File: config.mk
export PLATFORM = sky130hd
export DESIGN_NAME = mcar_cfg
export DESIGN_NICKNAME = d
export VERILOG_FILES = /design/src/rtl/core/mono_comb_allpass_reverb_macros.svh /design/src/rtl/core/mcar_pkg.sv /design/src/rtl/core/mcar_cfg.sv
export SDC_FILE = /design/constraint.sdc
export NUM_CORES = 1
export LEC_CHECK = 0
export ABC_CLOCK_PERIOD_IN_PS = 12800
export BUFFER_PORTS_ARGS = -buffer_cell sky130_fd_sc_hd__buf_2
export CAP_MARGIN = 20
export CELL_PAD_IN_SITES_DETAIL_PLACEMENT = 1
export CELL_PAD_IN_SITES_GLOBAL_PLACEMENT = 2
export CORE_ASPECT_RATIO = 1.2
export CORE_MARGIN = 8
export CORE_UTILIZATION = 40
export CTS_CLUSTER_SIZE = 40
export DETAILED_ROUTE_END_ITERATION = 10
export PLACE_DENSITY = 0.81
export SETUP_SLACK_MARGIN = 0.4
export SYNTH_ARGS = -nofsm -noshare
export SYNTH_HDL_FRONTEND = slang
export SYNTH_SLANG_ARGS = --single-unit
File: constraint.sdc
create_clock -name clk -period 12.8 [get_ports clk]
set_input_delay 1.92 -clock clk [delete_from_list [all_inputs] [get_ports clk]]
set_output_delay 1.92 -clock clk [all_outputs]
set_load 0.02 [all_outputs]
File: src/rtl/core/mono_comb_allpass_reverb_macros.svh
// Assertion macros for the reverberator RTL.
`ifndef MONO_COMB_ALLPASS_REVERB_MACROS_SVH
`define MONO_COMB_ALLPASS_REVERB_MACROS_SVH
`ifndef SYNTHESIS
`define MCAR_ASSERT(lbl, clk_s, rst_s, prop, msg) \
  lbl: assert property (@(posedge clk_s) disable iff (rst_s) prop) else $error(msg);
`define MCAR_ASSERT_ALWAYS(lbl, clk_s, prop, msg) \
  lbl: assert property (@(posedge clk_s) prop) else $error(msg);
`else
`define MCAR_ASSERT(lbl, clk_s, rst_s, prop, msg)
`define MCAR_ASSERT_ALWAYS(lbl, clk_s, prop, msg)
`endif
`endif

File: src/rtl/core/mcar_pkg.sv
package mcar_pkg;

  localparam int unsigned DEF_SAMPLE_RATE_HZ  = 44100;
  localparam int unsigned DEF_SAMPLE_BITS     = 24;
  localparam int unsigned DEF_COMB_FILTERS    = 8;
  localparam int unsigned DEF_ALLPASS_FILTERS = 4;
  localparam longint unsigned REF_RATE        = 44100;

  localparam int unsigned MAX_COMBS     = 8;
  localparam int unsigned MAX_ALLPASSES = 4;

  localparam int unsigned COMB_TUNE [MAX_COMBS] =
    '{1116, 1188, 1277, 1356, 1422, 1491, 1557, 1617};
  localparam int unsigned AP_TUNE [MAX_ALLPASSES] = '{556, 441, 341, 225};

  localparam int unsigned GAIN_IN  = 983;
  localparam int unsigned ROOM_MUL = 18350;
  localparam int unsigned ROOM_ADD = 45875;
  localparam int unsigned DAMP_MUL = 26214;
  localparam int unsigned Q_ONE    = 65536;

  localparam int unsigned CFG_W  = 17;
  localparam int unsigned FB_W   = 16;
  localparam int unsigned DMP_W  = 15;

  typedef enum logic [1:0] {
    REG_ROOM = 2'd0,
    REG_DAMP = 2'd1,
    REG_WET  = 2'd2,
    REG_DRY  = 2'd3
  } mcar_reg_t;

  // Coefficients derived from the register file.
  typedef struct packed {
    logic [FB_W-1:0]  fb;
    logic [DMP_W-1:0] dmp;
    logic [CFG_W-1:0] wet;
    logic [CFG_W-1:0] dry;
  } mcar_coef_t;

  function automatic int unsigned scaled_len(input int unsigned tune,
                                             input int unsigned rate);
    longint unsigned n;
    n = (longint'(tune) * longint'(rate) + REF_RATE / 2) / REF_RATE;
    return (n < 1) ? 1 : int'(n);
  endfunction

  function automatic int unsigned comb_base(input int unsigned i, input int unsigned rate);
    int unsigned b;
    b = 0;
    for (int unsigned k = 0; k < MAX_COMBS; k++) begin
      if (k < i) b += scaled_len(COMB_TUNE[k], rate);
    end
    return b;
  endfunction

  function automatic int unsigned ap_base(input int unsigned i, input int unsigned rate);
    int unsigned b;
    b = 0;
    for (int unsigned k = 0; k < MAX_ALLPASSES; k++) begin
      if (k < i) b += scaled_len(AP_TUNE[k], rate);
    end
    return b;
  endfunction

  // Q16 product rounding, to nearest with ties toward positive infinity.
  function automatic logic signed [63:0] rnd_q16(input logic signed [63:0] v);
    logic signed [63:0] r;
    if (v >= 0) r = (v + 64'sd32768) >>> 16;
    else        r = -((-v + 64'sd32767) >>> 16);
    return r;
  endfunction

  function automatic logic signed [31:0] sat32(input logic signed [63:0] v);
    logic signed [31:0] r;
    if (v > 64'sd2147483647)       r = 32'sh7fffffff;
    else if (v < -64'sd2147483648) r = 32'sh80000000;
    else                           r = v[31:0];
    return r;
  endfunction

endpackage

File: src/rtl/core/mcar_cfg.sv
module mcar_cfg import mcar_pkg::*; (
  input  logic             clk,
  input  logic             rst,
  input  logic             cfg_valid,
  output logic             cfg_ready,
  input  logic [1:0]       cfg_index,
  input  logic [CFG_W-1:0] cfg_data,
  output mcar_coef_t       coef
);

  logic [CFG_W-1:0] v;
  logic [FB_W-1:0]  fb_next;
  logic [DMP_W-1:0] dmp_next;

  assign cfg_ready = 1'b1;

  always_comb begin
    v = (cfg_data > CFG_W'(Q_ONE)) ? CFG_W'(Q_ONE) : cfg_data;
    fb_next  = FB_W'(((32'(v) * 32'(ROOM_MUL)) + 32'd32768) >> 16) + FB_W'(ROOM_ADD);
    dmp_next = DMP_W'(((32'(v) * 32'(DAMP_MUL)) + 32'd32768) >> 16);
  end

  always_ff @(posedge clk) begin
    if (rst) begin
      coef.fb  <= FB_W'(55050);
      coef.dmp <= DMP_W'(13107);
      coef.wet <= CFG_W'(21845);
      coef.dry <= CFG_W'(65536);
    end else if (cfg_valid && cfg_ready) begin
      unique case (mcar_reg_t'(cfg_index))
        REG_ROOM: coef.fb  <= fb_next;
        REG_DAMP: coef.dmp <= dmp_next;
        REG_WET:  coef.wet <= v;
        REG_DRY:  coef.dry <= v;
        default: ;
      endcase
    end
  end

endmodule

* Word-level counts from Yosys, hierarchy flattened
Index checks and enable logic that the tools add are counted.
** Word-level totals
- Flip-flop bits (word level) :: 65
- Input port bits :: 22
- Output and inout port bits :: 66
** Cells by class
- $add $sub $neg :: 3
- $mul :: 2
- $lt $le $gt $ge :: 1
- Equality and inequality tests :: 3
- Muxes and demuxes :: 1
- Reductions and logical operators :: 5
** Operators with widths (number)
- $add A32 B16 Y32 const B :: 1
- $add A31 B16 Y31 const B :: 1
- $mul A17 B14 Y31 const B :: 1
- $mul A17 B14 Y30 const B :: 1
- $gt A17 B17 Y1 const B :: 1
- $mux W17 :: 1
- $add A16 B16 Y16 const B :: 1
- $reduce_and A2 Y1 :: 4
- $eq A2 B2 Y1 const B :: 2
- $eq A2 B1 Y1 const B :: 1
- $logic_not A2 Y1 :: 1

* Longest topological paths before layout
- Depth after elaboration :: 5
- Mapped depth :: 33

* Worst setup path before layout
Ideal clock, no wire load.
- Path type :: input port to flip-flop
- From :: input port cfg_data[11]
- To :: register coef[62] in the netlist's numbering
- Setup time :: 0.122 ns
- Data arrival time :: 10.600 ns
- Slack :: 2.078 ns
- Stages on the path :: 28
- Buffers on the path :: 4
- Cell sequence :: clkbuf_1 -> or4_4 -> o41ai_4 -> clkbuf_1 -> clkbuf_1 -> nand2_1 -> inv_1 -> ha_1 -> fa_1 -> inv_1 -> fa_1 -> fa_1 -> fa_1 -> inv_1 -> fa_1 -> ha_1 -> clkbuf_8 -> a21o_1 -> a31oi_2 -> or4b_1 -> o2bb2ai_4 -> mux2_2 -> or3_1 -> or4_4 -> or3b_4 -> xnor2_4 -> and3_1 -> a311o_1
** On the way
- Cells in the longest elaborated chain, start to end :: 5
** RTL lines
- from (decl) :: RTL line mcar_cfg.sv:7 : input logic [CFG_W-1:0] cfg_data,
- $gt A17 B17 Y1 :: RTL line mcar_cfg.sv:18 : v = (cfg_data > CFG_W'(Q_ONE)) ? CFG_W'(Q_ONE) : cfg_data;
- $mux W17 :: RTL line mcar_cfg.sv:18
- named net v[13] :: RTL line mcar_cfg.sv:11 : logic [CFG_W-1:0] v;
- $mul A17 B14 Y31 :: RTL line mcar_cfg.sv:19 : fb_next = FB_W'(((32'(v) * 32'(ROOM_MUL)) + 32'd32768) >> 16) + FB_W'(ROOM_ADD);
- $add A32 B16 Y32 :: RTL line mcar_cfg.sv:19
- $add A16 B16 Y16 :: RTL line mcar_cfg.sv:19
- to (decl) :: RTL line mcar_cfg.sv:8 : output mcar_coef_t coef
The timed path passes the listed nets, and every way through them passes these cells.
A chain may end at the register's enable or synchronous reset.

* Worst setup path after layout
- From :: input port cfg_data[8]
- To :: register coef[64] in the netlist's numbering
Same word-level chain as after synthesis.

==> flow_metrics.tcl <==
set metrics [dict create \
    drtIter0Drc 507 \
    dpl.hpwl_mm 32.66 \
    io_pins 88 \
    drc 0 \
    root_buffer "clkbuf_16" \
    synth_top_area_share_pct 23.86 \
    die_area_um2 38790 \
    cts_sinks 65 \
    cp_data_arrival_time_ns 11.95 \
    status "finished, final reports clean" \
    cpMaxStageDelayCell "o41ai_4" \
    grt_max_degree 49 \
    wl_mm 39.30 \
    clk_latency_ns 0.36 \
    initial_utilization_pct 40.58 \
    first_pass_iters 4 \
    grt_overflow 0 \
    critPathRequiredTime_ns 13.06 \
    ant_nets 0 \
    tightestPinTransition_ns 0.9500 \
    synth-seq-area-share_pct 9.942 \
    numCtsBuffers 9 \
    slowest_delay_ns 0.86 \
    multiInputGateArea_um2 10690 \
    setup_viol 0 \
    crit_top_cell "inv_1" \
    min_period_over_period_pct 91.36 \
    start_kind "input pin" \
    yosys_warnings 0 \
    period_minus_slack_ns 11.69 \
    place_congestion 0.8669 \
    clock-skew-final_ns 0 \
    synthFlopType "dfxtp_1" \
    grt_pass1_wl_mm 63.95 \
    reg_top3 "coef: 65 flops" \
    synth-edff-count 0 \
    cts_resized 0 \
    regMostFlops "coef" \
    final.fill_count 3812 \
    track_usage_pct 20.68 \
    ys_top_cells_by_count "217 x inv_1, 200 x ha_1, 156 x fa_1" \
    area_growth_pct 8.584 \
    syn-cell-area_um2 13090 \
    synth_cells 1472 \
    largest_register_ffs 65 \
    tns_ns 0 \
    max_cap_viol_count 0 \
    die_y_um 214.2 \
    vias_per_cell 5.471 \
    slew_headroom_pct 36.38 \
    die_w_um 181.1 \
    rows 72 \
    cts_max_level 3 \
    synth_fp_nets 1850 \
    via_count 10620 \
    hold_viol_final 0 \
    post_synth.cell_area_avg_um2 8.892 \
    synthMostInstantiatedCell "inv_1" \
    synth.distinct_cells 105 \
    yosys-top-cells-area "fa_1 24%, ha_1 19%, dfxtp_1 9.9%" \
    clk_pin_slew_ns 0.06 \
    critPathKind "in2reg" \
    async_reset_ff_share_pct 0 \
    grt_antenna_before_repair 1 \
    hold_buffers 0 \
    endpoint_kind "flop" \
    core_area_um2 32250 \
    yosysTopAreaCell "fa_1" \
    drv_slew 0 \
    ys_ff_latch 65 \
    io_buffers 86 \
    post_cts_buffers 0 \
    max_freq_mhz 85.51 \
    worstPathMaxFanout 19 \
    nNetsFinal 1907 \
    cts_tree "done" \
    regArea_um2 1301 \
    drive_gt1_share_pct 11.47 \
    grt_pass1_vias 11650 \
    wl_per_cell_um 20.24 \
    hold_path_class "reg2reg" \
    clockBufferDepth 2 \
    rsz0062_at_grt "no" \
]
## critical path, delay by kind of cell
kind / cells / cell delay (ns)
mux: 1 / 0.37
simple gates: 12 / 3.64
xor+xnor: 1 / 0.30
fa+ha+maj: 7 / 3.14
buf+inv: 7 / 1.22
compound gates: 3 / 1.34
## metrics by stage
| stage | worst slack (ns) | instances | area, um2 | util, % | hold slack [ns] |
|---|---|---|---|---|---|
| CTS | 1.138 | 1940 | 14200 | 44.04 | 0.4534 |
| floorplan | 2.078 | 1472 | 13090 | - | 0.5283 |
| detailed placement | 0.7651 | 1924 | 13850 | 42.95 | 0.4455 |
| global route | 0.5505 | 1942 | 14210 | 44.07 | 0.4769 |
| finish | 1.106 | 1942 | 14210 | 44.07 | 0.4507 |
| global placement | 0.9273 | 1923 | 13830 | 42.89 | 0.4443 |
## kinds of logic after synthesis
| logic type | count (synthesis) | synth area share (%) |
|---|---|---|
| fa+ha+maj | 356 | 42.98 |
| other cells | 1 | 0.02865 |
| simple gates | 405 | 15.81 |
| xor+xnor | 112 | 8.259 |
| flops | 65 | 9.942 |
| mux | 11 | 0.8890 |
| buf+inv | 271 | 8.393 |
| compound gates | 251 | 13.70 |
## cells in the final DEF, fill, tap and decap left out, drive strengths merged, types with 4 or more instances in the layout
| cell | instances |
|---|---|
| o21a | 6 |
| mux2i | 6 |
| and2 | 17 |
| a21o | 20 |
| xor2 | 39 |
| nor3b | 6 |
| inv | 221 |
| or3 | 10 |
| ha | 200 |
| mux2 | 5 |
| a211oi | 13 |
| nor2b | 8 |
| buf | 99 |
| a2111o | 4 |
| o211ai | 22 |
| and4 | 5 |
| clkbuf | 9 |
| fa | 156 |
| a2111oi | 7 |
| and3 | 23 |
| nand2b | 7 |
| a21boi | 5 |
| dfxtp | 65 |
| nor2 | 98 |
| o21ai | 37 |
| nor4 | 11 |
| nand2 | 138 |
| a31oi | 7 |
| a21oi | 74 |
| a311o | 5 |
| o21bai | 6 |
| nand3 | 26 |
| nor3 | 17 |
| nand3b | 5 |
| xnor2 | 72 |
| or4 | 9 |
| nand4 | 14 |
## worst paths after layout
check	slack, ns	start	cells past startpoint	endpoint
worst max register to register	11.96	coef[64]	3	coef[64]
worst min-delay path	0.45	coef[6]	2	coef[6]
worst min register to register	0.45	coef[6]	2	coef[6]
worst max-delay path	1.11	cfg_data[8]	31	coef[64]
## cell type report
class,instances,area share (%)
multi-input combinational,1136,75.23
sequential,65,9.156
inverter,218,5.758
timing repair buffer,99,3.803
tap,407,3.583
clock buffer,9,1.585
clock inverter,7,0.8716
antenna,1,0.01761
## metal layers
layer	routed length (um)	global-route usage, %
met5	0	0
met2	19640	35.75
met1	17400	26.04
met3	1452	3.424
met4	804	6.076
Power is left out: the tool's default activity adds up to more than one toggle a clock period on the data nets, which glitch-free logic cannot reach.
